File: config.mk
export PLATFORM = sky130hd
export DESIGN_NAME = quote_microprice_tracker_unit
export DESIGN_NICKNAME = d
export VERILOG_FILES = /design/src/design/qmt_pkg.sv /design/src/design/qmt_front.sv /design/src/design/qmt_queue.sv /design/src/design/qmt_back.sv /design/src/design/quote_microprice_tracker_unit.sv
export SDC_FILE = /design/constraint.sdc
export NUM_CORES = 1
export LEC_CHECK = 0
export ABC_AREA = 1
export BUFFER_PORTS_ARGS = -buffer_cell sky130_fd_sc_hd__buf_2
export CAP_MARGIN = 20
export CORE_UTILIZATION = 27
export DETAILED_ROUTE_END_ITERATION = 6
export GPL_TIMING_DRIVEN = 0
export SYNTH_ARGS = -nofsm -noshare
export SYNTH_HDL_FRONTEND = slang
export SYNTH_SLANG_ARGS = --single-unit
File: constraint.sdc
create_clock -name clock -period 15.8 [get_ports clock]
set_input_delay 1.58 -clock clock [delete_from_list [all_inputs] [get_ports clock]]
set_output_delay 1.58 -clock clock [all_outputs]
set_load 0.02 [all_outputs]
File: src/design/qmt_pkg.sv
`timescale 1ns / 1ps
// ----------------------------------------------------------------------------
// qmt_pkg: shared types and constants of the quote microprice tracker
// Command word between front and back, register map, sequencer states.
// ----------------------------------------------------------------------------
package qmt_pkg;

   localparam int FRAC_BITS_DEF = 16;
   localparam int MID_W         = 48;
   localparam int PRICE_W       = 32;
   localparam int SIZE_W        = 32;
   localparam int DIV_W         = SIZE_W + 1;
   localparam int SPREAD_W      = 16;
   localparam int THR_W         = 32;
   localparam int QUEUE_DEPTH   = 2;
   localparam int CSR_DATA_W    = 32;
   localparam int CSR_ADDR_W    = 4;

   typedef enum logic [1:0] {
      CMD_EOD,
      CMD_INVALID,
      CMD_MIDPOINT,
      CMD_FRACTION
   } cmd_kind_type;

   typedef enum logic [1:0] {
      CSR_MAX_SPREAD    = 2'd0,
      CSR_CHECK_OUT     = 2'd1,
      CSR_OUT_THRESHOLD = 2'd2,
      CSR_HALVE_MID     = 2'd3
   } csr_index_type;

   typedef enum logic [2:0] {
      ST_IDLE,
      ST_DIVIDE,
      ST_MID,
      ST_SATURATE,
      ST_FLAGS,
      ST_DONE
   } back_state_type;

   typedef struct packed {
      cmd_kind_type        kind;
      logic                spread_wide;
      logic [PRICE_W-1:0]  bid;
      logic [PRICE_W-1:0]  ask;
      logic [SIZE_W-1:0]   bid_size;
      logic [DIV_W-1:0]    divisor;
   } cmd_type;

   typedef struct packed {
      logic [SPREAD_W-1:0] max_spread;
      logic                check_trading_out;
      logic [THR_W-1:0]    out_threshold;
      logic                halve_mid;
   } csr_type;

   typedef struct packed {
      logic              price_valid;
      logic [MID_W-1:0]  weighted_mid;
      logic              bid_trading_out;
      logic              ask_trading_out;
   } result_type;

endpackage

File: src/design/qmt_front.sv
`timescale 1ns / 1ps
// ----------------------------------------------------------------------------
// qmt_front: quote intake and classification
// Checks sizes and spread, picks the command kind, forms the divisor.
// ----------------------------------------------------------------------------
module qmt_front
   import qmt_pkg::*;
(
   input  logic                      req_valid,
   output logic                      req_ready,
   input  logic                      req_op,
   input  logic [SIZE_W-1:0]         req_bid_size,
   input  logic signed [PRICE_W-1:0] req_best_bid,
   input  logic signed [PRICE_W-1:0] req_best_ask,
   input  logic [SIZE_W-1:0]         req_ask_size,
   input  logic [SPREAD_W-1:0]       max_spread,
   input  logic                      queue_full,
   output logic                      push,
   output cmd_type                   push_cmd
);

   logic [PRICE_W:0] spread;
   logic             spread_pos;
   logic             spread_wide;
   logic             quote_ok;

   always_comb begin
      spread      = {req_best_ask[PRICE_W-1], req_best_ask} -
                    {req_best_bid[PRICE_W-1], req_best_bid};
      spread_pos  = !spread[PRICE_W] && (spread != '0);
      spread_wide = spread_pos && (spread[PRICE_W-1:0] > PRICE_W'(1));
      quote_ok    = (req_bid_size != '0) && (req_ask_size != '0) && spread_pos &&
                    (spread[PRICE_W-1:0] <= PRICE_W'(max_spread));

      push_cmd.spread_wide = spread_wide;
      push_cmd.bid         = req_best_bid;
      push_cmd.ask         = req_best_ask;
      push_cmd.bid_size    = req_bid_size;
      push_cmd.divisor     = {1'b0, req_bid_size} + {1'b0, req_ask_size};
      if (req_op) begin
         push_cmd.kind = CMD_EOD;
      end else if (!quote_ok) begin
         push_cmd.kind = CMD_INVALID;
      end else if (spread_wide) begin
         push_cmd.kind = CMD_MIDPOINT;
      end else begin
         push_cmd.kind = CMD_FRACTION;
      end
   end

   assign req_ready = !queue_full;
   assign push      = req_valid && !queue_full;

endmodule

File: src/design/qmt_queue.sv
`timescale 1ns / 1ps
// ----------------------------------------------------------------------------
// qmt_queue: command queue between front and back
// Small circular buffer of command words.
// ----------------------------------------------------------------------------
module qmt_queue
   import qmt_pkg::*;
(
   input  logic    clock,
   input  logic    reset,
   input  logic    push,
   input  cmd_type push_cmd,
   input  logic    pop,
   output cmd_type head_cmd,
   output logic    full,
   output logic    empty
);

   localparam int PTR_W = (QUEUE_DEPTH > 1) ? $clog2(QUEUE_DEPTH) : 1;
   localparam int CNT_W = $clog2(QUEUE_DEPTH + 1);

   cmd_type          mem_ff [QUEUE_DEPTH];
   logic [PTR_W-1:0] wr_ptr_ff, wr_ptr_in;
   logic [PTR_W-1:0] rd_ptr_ff, rd_ptr_in;
   logic [CNT_W-1:0] count_ff, count_in;

   assign full     = (count_ff == CNT_W'(QUEUE_DEPTH));
   assign empty    = (count_ff == '0);
   assign head_cmd = mem_ff[rd_ptr_ff];

   always_comb begin
      wr_ptr_in = wr_ptr_ff;
      rd_ptr_in = rd_ptr_ff;
      count_in  = count_ff;
      if (push) begin
         wr_ptr_in = (wr_ptr_ff == PTR_W'(QUEUE_DEPTH - 1)) ? '0 : wr_ptr_ff + 1'b1;
      end
      if (pop) begin
         rd_ptr_in = (rd_ptr_ff == PTR_W'(QUEUE_DEPTH - 1)) ? '0 : rd_ptr_ff + 1'b1;
      end
      if (push && !pop) begin
         count_in = count_ff + 1'b1;
      end else if (pop && !push) begin
         count_in = count_ff - 1'b1;
      end
   end

   always_ff @(posedge clock) begin
      if (reset) begin
         wr_ptr_ff <= '0;
         rd_ptr_ff <= '0;
         count_ff  <= '0;
      end else begin
         wr_ptr_ff <= wr_ptr_in;
         rd_ptr_ff <= rd_ptr_in;
         count_ff  <= count_in;
      end
   end

   always_ff @(posedge clock) begin
      if (push) begin
         mem_ff[wr_ptr_ff] <= push_cmd;
      end
   end

endmodule

File: src/design/qmt_back.sv
`timescale 1ns / 1ps
// ----------------------------------------------------------------------------
// qmt_back: mid computation sequencer
// Radix-2 size-ratio divider, mid build, halving and saturation,
// trading-out compares, and the result register.
// ----------------------------------------------------------------------------
module qmt_back
   import qmt_pkg::*;
#(
   parameter int FRAC_BITS = FRAC_BITS_DEF
) (
   input  logic       clock,
   input  logic       reset,
   input  cmd_type    head_cmd,
   input  logic       queue_empty,
   output logic       pop,
   input  csr_type    csr,
   output logic       rsp_valid,
   input  logic       rsp_ready,
   output result_type rsp_word
);

   // working width: holds bid shifted by FRAC_BITS, the held mid, and their difference
   localparam int BASE_W = ((PRICE_W + 2 + FRAC_BITS) > MID_W) ?
                           (PRICE_W + 2 + FRAC_BITS) : MID_W;
   localparam int WW     = BASE_W + 1;
   localparam int CNT_W  = $clog2(FRAC_BITS + 1);
   localparam int TOP_W  = WW - MID_W + 1;

   back_state_type        state_ff, state_in;
   cmd_type               cmd_ff, cmd_in;
   logic [DIV_W-1:0]      rem_ff, rem_in;
   logic [FRAC_BITS-1:0]  quot_ff, quot_in;
   logic [CNT_W-1:0]      cnt_ff, cnt_in;
   logic signed [WW-1:0]  mid_ff, mid_in;
   logic [MID_W-1:0]      held_ff, held_in;
   logic                  valid_ff, valid_in;
   logic                  bid_out_ff, bid_out_in;
   logic                  ask_out_ff, ask_out_in;
   logic                  out_valid_ff, out_valid_in;
   result_type            out_ff, out_in;

   logic                  load_out;
   logic [DIV_W:0]        shifted;
   logic [PRICE_W:0]      price_sum;
   logic signed [WW-1:0]  half;
   logic [TOP_W-1:0]      half_top;
   logic signed [WW-1:0]  held_w;
   logic signed [WW-1:0]  bid_w;
   logic signed [WW-1:0]  ask_w;
   logic signed [WW-1:0]  thr_w;

   assign load_out  = (state_ff == ST_DONE) && (!out_valid_ff || rsp_ready);
   assign rsp_valid = out_valid_ff;
   assign rsp_word  = out_ff;

   // next state
   always_comb begin
      state_in = state_ff;
      unique case (state_ff)
         ST_IDLE: begin
            if (!queue_empty) begin
               unique case (head_cmd.kind)
                  CMD_EOD:      state_in = ST_DONE;
                  CMD_INVALID:  state_in = ST_FLAGS;
                  CMD_MIDPOINT: state_in = ST_MID;
                  CMD_FRACTION: state_in = ST_DIVIDE;
                  default:      state_in = ST_IDLE;
               endcase
            end
         end
         ST_DIVIDE: begin
            if (cnt_ff == CNT_W'(1)) begin
               state_in = ST_MID;
            end
         end
         ST_MID:      state_in = ST_SATURATE;
         ST_SATURATE: state_in = ST_FLAGS;
         ST_FLAGS:    state_in = ST_DONE;
         ST_DONE: begin
            if (load_out) begin
               state_in = ST_IDLE;
            end
         end
         default:     state_in = ST_IDLE;
      endcase
   end

   // datapath and outputs
   always_comb begin
      pop        = 1'b0;
      cmd_in     = cmd_ff;
      rem_in     = rem_ff;
      quot_in    = quot_ff;
      cnt_in     = cnt_ff;
      mid_in     = mid_ff;
      held_in    = held_ff;
      valid_in   = valid_ff;
      bid_out_in = bid_out_ff;
      ask_out_in = ask_out_ff;
      out_in     = out_ff;

      shifted   = {rem_ff, 1'b0};
      price_sum = {cmd_ff.ask[PRICE_W-1], cmd_ff.ask} + {cmd_ff.bid[PRICE_W-1], cmd_ff.bid};
      half      = csr.halve_mid ? (mid_ff >>> 1) : mid_ff;
      half_top  = half[WW-1:MID_W-1];
      held_w    = WW'($signed(held_ff));
      bid_w     = WW'($signed(cmd_ff.bid)) <<< FRAC_BITS;
      ask_w     = WW'($signed(cmd_ff.ask)) <<< FRAC_BITS;
      thr_w     = $signed(WW'(csr.out_threshold));

      unique case (state_ff)
         ST_IDLE: begin
            if (!queue_empty) begin
               pop     = 1'b1;
               cmd_in  = head_cmd;
               rem_in  = {1'b0, head_cmd.bid_size};
               quot_in = '0;
               cnt_in  = CNT_W'(FRAC_BITS);
               case (head_cmd.kind)
                  CMD_EOD: begin
                     held_in  = '0;
                     valid_in = 1'b0;
                  end
                  CMD_INVALID: valid_in = 1'b0;
                  default: ;
               endcase
            end
         end
         ST_DIVIDE: begin
            // one quotient bit per cycle, remainder stays below the divisor
            if (shifted >= {1'b0, cmd_ff.divisor}) begin
               rem_in  = DIV_W'(shifted - {1'b0, cmd_ff.divisor});
               quot_in = {quot_ff[FRAC_BITS-2:0], 1'b1};
            end else begin
               rem_in  = shifted[DIV_W-1:0];
               quot_in = {quot_ff[FRAC_BITS-2:0], 1'b0};
            end
            cnt_in = cnt_ff - 1'b1;
         end
         ST_MID: begin
            if (cmd_ff.kind == CMD_MIDPOINT) begin
               mid_in = WW'($signed(price_sum)) <<< (FRAC_BITS - 1);
            end else begin
               // low bits of the shifted bid are zero, so or-in the fraction
               mid_in = bid_w | $signed(WW'(quot_ff));
            end
         end
         ST_SATURATE: begin
            valid_in = 1'b1;
            if ((half_top == '0) || (half_top == '1)) begin
               held_in = half[MID_W-1:0];
            end else if (half[WW-1]) begin
               held_in = {1'b1, {(MID_W-1){1'b0}}};
            end else begin
               held_in = {1'b0, {(MID_W-1){1'b1}}};
            end
         end
         ST_FLAGS: begin
            if (csr.check_trading_out) begin
               if (cmd_ff.spread_wide) begin
                  bid_out_in = 1'b0;
                  ask_out_in = 1'b0;
               end else begin
                  bid_out_in = (held_w - bid_w) < thr_w;
                  ask_out_in = (ask_w - held_w) < thr_w;
               end
            end
         end
         ST_DONE: begin
            if (load_out) begin
               out_in.price_valid     = valid_ff;
               out_in.weighted_mid    = held_ff;
               out_in.bid_trading_out = bid_out_ff;
               out_in.ask_trading_out = ask_out_ff;
            end
         end
         default: ;
      endcase

      if (load_out) begin
         out_valid_in = 1'b1;
      end else if (rsp_ready) begin
         out_valid_in = 1'b0;
      end else begin
         out_valid_in = out_valid_ff;
      end
   end

   always_ff @(posedge clock) begin
      if (reset) begin
         state_ff     <= ST_IDLE;
         held_ff      <= '0;
         valid_ff     <= 1'b0;
         bid_out_ff   <= 1'b0;
         ask_out_ff   <= 1'b0;
         out_valid_ff <= 1'b0;
      end else begin
         state_ff     <= state_in;
         held_ff      <= held_in;
         valid_ff     <= valid_in;
         bid_out_ff   <= bid_out_in;
         ask_out_ff   <= ask_out_in;
         out_valid_ff <= out_valid_in;
      end
   end

   always_ff @(posedge clock) begin
      cmd_ff  <= cmd_in;
      rem_ff  <= rem_in;
      quot_ff <= quot_in;
      cnt_ff  <= cnt_in;
      mid_ff  <= mid_in;
      out_ff  <= out_in;
   end

endmodule

File: src/design/quote_microprice_tracker_unit.sv
`timescale 1ns / 1ps
// ----------------------------------------------------------------------------
// quote_microprice_tracker_unit: top-of-book weighted mid tracker
// Register block, quote intake, command queue and mid sequencer.
//
//   port group   direction  handshake            moves
//   req_*        in         req_valid/req_ready  one quote or end-of-day word
//   rsp_*        out        rsp_valid/rsp_ready  one result word per input word
//   APB          in/out     psel/penable/pready  register writes and reads
//
// A one-tick quote passes through the radix-2 divider, which makes one quotient
// bit per cycle, then the mid, saturate, flags and done states; a wider-spread
// quote skips the divider, an invalid quote goes to flags, end-of-day to done.
// Reset clears the queue, held mid, flags and result valid flag, and loads the
// register defaults. A stalled rsp_ready holds the result word; the queue keeps
// taking input words until it holds two.
// ----------------------------------------------------------------------------
module quote_microprice_tracker_unit
   import qmt_pkg::*;
#(
   parameter int FRAC_BITS = FRAC_BITS_DEF
) (
   input  logic                      clock,
   input  logic                      reset,
   input  logic                      req_valid,
   output logic                      req_ready,
   input  logic                      req_op,
   input  logic [SIZE_W-1:0]         req_bid_size,
   input  logic signed [PRICE_W-1:0] req_best_bid,
   input  logic signed [PRICE_W-1:0] req_best_ask,
   input  logic [SIZE_W-1:0]         req_ask_size,
   output logic                      rsp_valid,
   input  logic                      rsp_ready,
   output logic                      rsp_price_valid,
   output logic signed [MID_W-1:0]   rsp_weighted_mid,
   output logic                      rsp_bid_trading_out,
   output logic                      rsp_ask_trading_out,
   input  logic                      psel,
   input  logic                      penable,
   input  logic                      pwrite,
   input  logic [CSR_ADDR_W-1:0]     paddr,
   input  logic [CSR_DATA_W-1:0]     pwdata,
   output logic [CSR_DATA_W-1:0]     prdata,
   output logic                      pready
);

   csr_type       csr_ff, csr_in;
   csr_index_type csr_index;
   logic          csr_write;

   logic          push;
   cmd_type       push_cmd;
   logic          pop;
   cmd_type       head_cmd;
   logic          queue_full;
   logic          queue_empty;
   result_type    rsp_word;

   assign pready    = 1'b1;
   assign csr_write = psel && penable && pwrite;
   assign csr_index = csr_index_type'(paddr[3:2]);

   always_comb begin
      csr_in = csr_ff;
      if (csr_write) begin
         unique case (csr_index)
            CSR_MAX_SPREAD:    csr_in.max_spread        = pwdata[SPREAD_W-1:0];
            CSR_CHECK_OUT:     csr_in.check_trading_out = pwdata[0];
            CSR_OUT_THRESHOLD: csr_in.out_threshold     = pwdata[THR_W-1:0];
            CSR_HALVE_MID:     csr_in.halve_mid         = pwdata[0];
            default: ;
         endcase
      end
   end

   always_comb begin
      unique case (csr_index)
         CSR_MAX_SPREAD:    prdata = CSR_DATA_W'(csr_ff.max_spread);
         CSR_CHECK_OUT:     prdata = CSR_DATA_W'(csr_ff.check_trading_out);
         CSR_OUT_THRESHOLD: prdata = CSR_DATA_W'(csr_ff.out_threshold);
         CSR_HALVE_MID:     prdata = CSR_DATA_W'(csr_ff.halve_mid);
         default:           prdata = '0;
      endcase
   end

   always_ff @(posedge clock) begin
      if (reset) begin
         csr_ff.max_spread        <= SPREAD_W'(1);
         csr_ff.check_trading_out <= 1'b0;
         csr_ff.out_threshold     <= '0;
         csr_ff.halve_mid         <= 1'b0;
      end else begin
         csr_ff <= csr_in;
      end
   end

   qmt_front u_front (
      .req_valid    (req_valid),
      .req_ready    (req_ready),
      .req_op       (req_op),
      .req_bid_size (req_bid_size),
      .req_best_bid (req_best_bid),
      .req_best_ask (req_best_ask),
      .req_ask_size (req_ask_size),
      .max_spread   (csr_ff.max_spread),
      .queue_full   (queue_full),
      .push         (push),
      .push_cmd     (push_cmd)
   );

   qmt_queue u_queue (
      .clock    (clock),
      .reset    (reset),
      .push     (push),
      .push_cmd (push_cmd),
      .pop      (pop),
      .head_cmd (head_cmd),
      .full     (queue_full),
      .empty    (queue_empty)
   );

   qmt_back #(
      .FRAC_BITS (FRAC_BITS)
   ) u_back (
      .clock       (clock),
      .reset       (reset),
      .head_cmd    (head_cmd),
      .queue_empty (queue_empty),
      .pop         (pop),
      .csr         (csr_ff),
      .rsp_valid   (rsp_valid),
      .rsp_ready   (rsp_ready),
      .rsp_word    (rsp_word)
   );

   assign rsp_price_valid     = rsp_word.price_valid;
   assign rsp_weighted_mid    = rsp_word.weighted_mid;
   assign rsp_bid_trading_out = rsp_word.bid_trading_out;
   assign rsp_ask_trading_out = rsp_word.ask_trading_out;

endmodule
==> After elaboration in Yosys (flattened, before gate mapping) <==
Memories as Yosys holds them, arrays and structs flattened. A register that Yosys moved wholly into a read port is not among the register bits.
Index checks and enable logic that the tools add are counted.
{ "totals": {"reg_bits": 365, "ramBits": 264, "in_bits": 172, "word_cells": 149, "memories": 1} }
{ "mem_list": {"columns": ["name", "depth", "width", "read_ports", "rd_ports_with_merged_regs", "wr", "line_no", "text"], "rows": [
  ["u_queue.mem_ff", 2, 132, 1, 1, 1, "qmt_queue.sv:22", "cmd_type mem_ff [QUEUE_DEPTH];"]
]} }
{ "classes": {"add_sub_neg": 11, "magnitude_cmp": 5, "n_eq_ne": 20, "mux": 41, "bitwise_logic": 2, "reduce_logical": 42} }
{ "ops": {"columns": ["cell", "count"], "rows": [
  ["48-bit two-way mux", 4],
  ["32-bit one-hot mux with 4 select lines", 1],
  ["51-bit by 33-bit less-than comparator with 1-bit output", 2],
  ["48-bit by 48-bit subtractor with 49-bit output", 2],
  ["48-bit one-hot mux with 2 select lines", 1],
  ["32-bit by 32-bit adder with 33-bit output", 2],
  ["33-bit two-way mux", 2],
  ["33-bit one-hot mux with 2 select lines", 1],
  ["32-bit nonzero test", 2],
  ["51-bit two-way mux", 1],
  ["50-bit two-way mux", 1],
  ["48-bit by 17-bit OR with 48-bit output", 1],
  ["34-bit by 33-bit greater-or-equal comparator with 1-bit output", 1],
  ["33-bit nonzero test", 1],
  ["32-bit by 32-bit subtractor with 33-bit output", 1],
  ["33-bit subtractor", 1],
  ["32-bit by 1-bit greater-than comparator with 1-bit output (second input constant)", 1],
  ["32-bit by 16-bit <= comparator with 1-bit output", 1],
  ["16-bit one-hot mux with 2 select lines", 1],
  ["3-bit one-hot mux with 6 select lines", 1],
  ["1-bit two-way mux", 16],
  ["16-bit two-way mux", 1],
  ["2-bit AND reduction", 8],
  ["2-bit == test (second input constant)", 6],
  ["28 further kinds", 62]
]} }

==> Logic depth before layout (Yosys ltp) <==
{ "depth": {"depth_word": 7, "mapped_depth": 24, "ltp_nobuf": 24} }

==> Modules after synthesis <==
Synthesis repeated with hierarchy kept, for this count alone.
{ "unflattened": {"hier_cells": 4823, "hier_area_um2": 40650.2} }
{ "by_module_without_submodules": {"columns": ["module", "n_inst", "cells_per_inst", "area_per_inst_um2", "seq_area_each_um2"], "rows": [
  ["qmt_back", 1, 2974, 22421.5, 8698.3],
  ["qmt_queue", 1, 444, 10082.2, 8027.7],
  ["qmt_front", 1, 1031, 5706.7, 0.0],
  ["quote_microprice_tracker_unit", 1, 374, 2439.8, 1001.0]
]} }

==> Worst setup path after synthesis <==
Ideal clock, no wire load.
{ "synth_path": {"kind": "reg2reg", "startpoint": "register u_back.state_ff[1]", "endpoint": "register u_back.cnt_ff[0], enable pin", "arrival_ns": 7.570, "required_time_ns": 15.387, "setup_slack_ns": 7.817, "path_stages_with_launch": 8, "path_buffers": 0, "cell_sequence": "dfxtp_1 -> nor2_1 -> inv_1 -> nor2_1 -> inv_1 -> a21oi_1 -> inv_1 -> nand2_1"} }
{ "synth_via": {"elab_chain_cells": 3, "elab_cells_between_ends": 5} }
{ "synth_lines": {"columns": ["element", "line_no", "text"], "rows": [
  ["start, declared", "qmt_back.sv:30", "back_state_type state_ff, state_in;"],
  ["start signal, assigned", "qmt_back.sv:199", "state_ff <= state_in;"],
  ["3-bit logical NOT / 3-bit by 1-bit == test with 1-bit output (equally long branches)", "qmt_back.sv:112", "unique case (state_ff)"],
  ["2-bit != test (no source line) / 2-bit nonzero test (equally long branches)", null, null],
  ["2-bit AND reduction (no source line) *", null, null],
  ["end signal, assigned", "qmt_back.sv:212", "cnt_ff <= cnt_in;"],
  ["end, declared", "qmt_back.sv:34", "logic [CNT_W-1:0] cnt_ff, cnt_in;"]
]} }
Mark *: on every way between the ends. The rest lies on a longest branch, timed or not.
A chain may end at the register's enable or synchronous reset.

==> impl_metrics.env <==
export IMPL_slowest_delay_ns=0.43
export IMPL_vdd_ir_drop_max_mv=0.113
export IMPL_grt_total_usage=0.171
export IMPL_hold_viol=0
export IMPL_cts_hold_buffers_added=0
export IMPL_vias_per_cell=4.66
export IMPL_globalRouteOverflowTotal=0
export IMPL_hold_path_startpoint="u_back.valid_ff"
export IMPL_achievable_frequency_ghz=0.212
export IMPL_clkLatencyLatePin_ns=0.68
export IMPL_yosys_register_bits=627
export IMPL_power_frac_comb=0.479
export IMPL_finalCriticalPeriod_ns=4.72
export IMPL_hold_depth=0
export IMPL_gp_congestion=0.958
export IMPL_critPathLaunchType="input pin"
export IMPL_synth_adder_area_share=0.0937
export IMPL_drt_pass1_iterations=5
export IMPL_power_share_sequential=0.315
export IMPL_cellPowerDensity_nw_per_um2=180
export IMPL_maxCapViolCount=0
export IMPL_total_leakage_power_nw=19.3
export IMPL_design_portCount=258
export IMPL_grt_pass1_wl_um=184000
export IMPL_post_synth_inst_count=4588
export IMPL_critPathSlowestCell="sky130_fd_sc_hd__fa_1"
export IMPL_synth_warnings=0
export IMPL_synth_top_flop_cell="sky130_fd_sc_hd__edfxtp_1"
export IMPL_fin_tns_setup_ns=0
export IMPL_die_y_um=377
export IMPL_setup_repair_after_global_routing_missed_its_margin="false"
export IMPL_relSlewSlack=0.221
export IMPL_hold_worst_slack_ns=0.441
export IMPL_floorplan_initialDensity=0.272
export IMPL_number_of_pins_with_negative_max_slew_slack_in_the_final_report=0
export IMPL_syn_num_nets=5042
export IMPL_ant_nets=0
export IMPL_totalWireLength_um=124000
export IMPL_final_common_cell="sky130_fd_sc_hd__nand2_1"
export IMPL_muxShareOfSynthArea=0
export IMPL_setup_worst_path_class="input pin to register"
export IMPL_dr_total_vias=32053
export IMPL_clock_root_buffer="sky130_fd_sc_hd__clkbuf_16"
export IMPL_clk_transition_reported_paths_ns=0.06
export IMPL_drive_above_1_share=0.0947
export IMPL_synth_edf_count=517
export IMPL_antenna_found_initial=32
export IMPL_cts_setup_buffers=0
export IMPL_clock_power_share=0.206
export IMPL_remaining_drc_errors=0
export IMPL_placement_rows=137
export IMPL_finalCritPeriodShare=0.299
export IMPL_detail_route_iter0_violations=2097
export IMPL_cts_htree_levels=3
export IMPL_post_synth_instance_area_um2=38100
export IMPL_worstReg2RegEnd="u_back.held_ff[42]"
export IMPL_fin_skew_ns=0.0431
export IMPL_status="complete, no violations"
export IMPL_worst_slew_pin_slew_ns=1.16
export IMPL_largest_family_of_logic_cells_by_synthesized_area="simple AND/OR/NAND/NOR gates"
export IMPL_timing_critical_path_fanout_max=4
export IMPL_post_layout_total_power_mw=8.02
export IMPL_final_net_count=5391
export IMPL_power_report_internal_total_mw=4.54
export IMPL_dieArea_um2=142000
export IMPL_total_switching_power_mw=3.48
export IMPL_io_buffer_count=254
export IMPL_post_synthesis_to_final_layout_area_growth_pct=16.8
export IMPL_worstPathRequired_ns=16.29
export IMPL_avgRoutedWirePerCell_um=18.1
export IMPL_synth_compound_area_frac=0.120
export IMPL_endpoint_kind="register"
export IMPL_synth_xor_xnor_area_share=0.0292
export IMPL_synth_cell_type_count=64
export IMPL_critical_path_top_cell_by_count="sky130_fd_sc_hd__nand2_1"
export IMPL_layout_cells_most_common_list="sky130_fd_sc_hd__nand2_1, sky130_fd_sc_hd__inv_1, sky130_fd_sc_hd__edfxtp_1, sky130_fd_sc_hd__a21oi_1, sky130_fd_sc_hd__nor2_1"
export IMPL_first_global_vias=30845
export IMPL_clk_path_buf_depth=3
export IMPL_cp_arrival_ns=5.21
export IMPL_chipWidth_um=377
export IMPL_path_cells="buf_2 -> inv_1 -> ha_1 -> fa_1 -> o21ai_2 -> nand2_1 -> nand2_1 -> nand2_1 -> nand2_1 -> xor2_1 -> inv_1 -> ha_1 -> nand2_1 -> nor2_1 -> nand4_1 -> nor4_1 -> nand3_1 -> a21oi_1 -> nand3_1 -> nor3_1"
export IMPL_synth_yosys_seq_area_share=0.466
export IMPL_core_area_um2=140000
export IMPL_synth_area_per_cell_um2=8.30
export IMPL_cts_buffers=72
export IMPL_cts_repair_resize_count=0
export IMPL_asyncSetResetFlopFracSynth=0
export IMPL_detailed_place_hpwl_um=103000
export IMPL_grt_start_max_net_pins=48
export IMPL_worst_r2r_cell_count=13
export IMPL_power_share_switching=0.434
export IMPL_worstHoldEndpoint="u_back.rsp_word[50]"
export IMPL_hold_class="register to register"
export IMPL_cts_tree="done"
export IMPL_synth_simple_area_share=0.220
export IMPL_register_to_register_path_setup_slack_ns=11.84
export IMPL_count_of_clock_tree_sinks=627
export IMPL_setup_viol=0
cell type report:
class / instances / area [um2]
fillers: 14694 / 95300
flip-flops and latches: 627 / 17700
well taps: 1876 / 2350
plain buffers: 96 / 444
inverters: 605 / 2270
clock inverters: 36 / 475
repair buffers: 275 / 1630
multi-input cells: 3260 / 17700
clock buffers: 94 / 1880
diodes: 3 / 7.51
synth_stat cells (5+ instances only):
cell,number,area share
sky130_fd_sc_hd__o21ai_2,5,0.0012
sky130_fd_sc_hd__a31oi_1,19,0.0031
sky130_fd_sc_hd__nand2_1,1291,0.13
sky130_fd_sc_hd__nor2_1,387,0.038
sky130_fd_sc_hd__inv_1,600,0.059
sky130_fd_sc_hd__or2_2,45,0.0074
sky130_fd_sc_hd__ha_1,277,0.091
sky130_fd_sc_hd__nor3_1,40,0.0053
sky130_fd_sc_hd__nand3_1,165,0.022
sky130_fd_sc_hd__a21boi_0,6,0.0012
sky130_fd_sc_hd__dfxtp_1,110,0.058
sky130_fd_sc_hd__buf_2,5,0.00066
sky130_fd_sc_hd__o211ai_2,7,0.0023
sky130_fd_sc_hd__xor2_1,82,0.019
sky130_fd_sc_hd__o21ai_1,31,0.0041
sky130_fd_sc_hd__nor4_1,32,0.0053
sky130_fd_sc_hd__o21ai_0,192,0.025
sky130_fd_sc_hd__xnor2_1,45,0.010
sky130_fd_sc_hd__a21oi_1,396,0.052
sky130_fd_sc_hd__edfxtp_1,517,0.41
sky130_fd_sc_hd__a221oi_1,7,0.0016
sky130_fd_sc_hd__a21o_1,12,0.0024
sky130_fd_sc_hd__a211oi_1,7,0.0014
sky130_fd_sc_hd__fa_1,5,0.0026
sky130_fd_sc_hd__o21bai_1,25,0.0049
sky130_fd_sc_hd__o22ai_1,19,0.0031
sky130_fd_sc_hd__o21a_1,16,0.0032
sky130_fd_sc_hd__clkbuf_1,82,0.0081
sky130_fd_sc_hd__o211ai_1,42,0.0083
sky130_fd_sc_hd__nand4_1,48,0.0079
sky130_fd_sc_hd__nand2_2,5,0.00082
sky130_fd_sc_hd__nand3b_1,16,0.0032
through the flow:
step | std cells | area [um2] | setup slack, ns | utilization
after floorplan | 4588 | 38100 | 7.82 | -
after global placement | 6718 | 41700 | 3.92 | 0.298
after detailed placement | 6739 | 42100 | 10.43 | 0.301
after CTS | 6869 | 44400 | 11.17 | 0.318
after global routing | 6871 | 44400 | 10.84 | 0.318
final | 6872 | 44400 | 11.08 | 0.318
worst max-delay path by stage:
stage | slack [ns] | to | start
global route | 10.84 | u_queue.mem_ff[1][131] | req_best_ask[0]
global placement | 3.92 | u_back.rem_ff[12] | u_back.state_ff[1]
detailed placement | 10.43 | u_queue.mem_ff[0][131] | req_best_ask[0]
finish | 11.08 | u_queue.mem_ff[1][131] | req_best_ask[0]
CTS | 11.17 | u_queue.mem_ff[1][131] | req_best_ask[0]
floorplan | 7.82 | u_back.cnt_ff[0] | u_back.state_ff[1]
power groups by stage:
stage	Sequential [mW]	Combinational, mW	Clock (mW)
finish	2.53	3.84	1.65
global route	2.56	4.31	1.75
CTS	2.52	3.84	1.69
detailed placement	2.56	3.83	0
global placement	2.66	3.70	0
floorplan	2.55	2.67	0
cells by family after synthesis:
| group | count (synthesis) |
|---|---|
| buffers and inverters | 701 |
| AOI/OAI and AO/OA | 808 |
| and+or+nand+nor | 2042 |
| xor gates and xnor gates | 127 |
| DFF | 627 |
| adders and majority gates | 282 |
| other | 1 |
routing by layer:
metal / global-route usage / vias up / part of all wire
met5: 0 / - / 0.0021
met4: 0.0502 / 44 / 0.026
met3: 0.0301 / 198 / 0.061
met2: 0.279 / 844 / 0.45
met1: 0.231 / 14863 / 0.46
li1: - / 16104 / -
worst max-delay path, delay by kind of cell:
family                     cells  cell delay, ns
AOI/OAI and AO/OA              2            0.46
xor gates and xnor gates       1            0.35
adders and majority gates      3            0.93
buffers and inverters          3            0.27
and+or+nand+nor               11            1.60
flip-flops by register name, indices dropped and copies added, names as in the netlist, 2 cells and up, named ones only:
| name | cells |
|---|---|
| u_back.state_ff | 3 |
| u_back.quot_ff | 16 |
| u_back.cmd_ff | 36 |
| u_back.bid_w | 32 |
| csr_ff | 50 |
| u_back.cnt_ff | 5 |
| u_back.rsp_word | 51 |
| u_back.ask_w | 32 |
| u_queue.count_ff | 2 |
| u_back.mid_ff | 48 |
| u_back.held_ff | 48 |
| u_queue.mem_ff | 264 |
| u_back.rem_ff | 33 |
(Power assumes the default switching activity.)
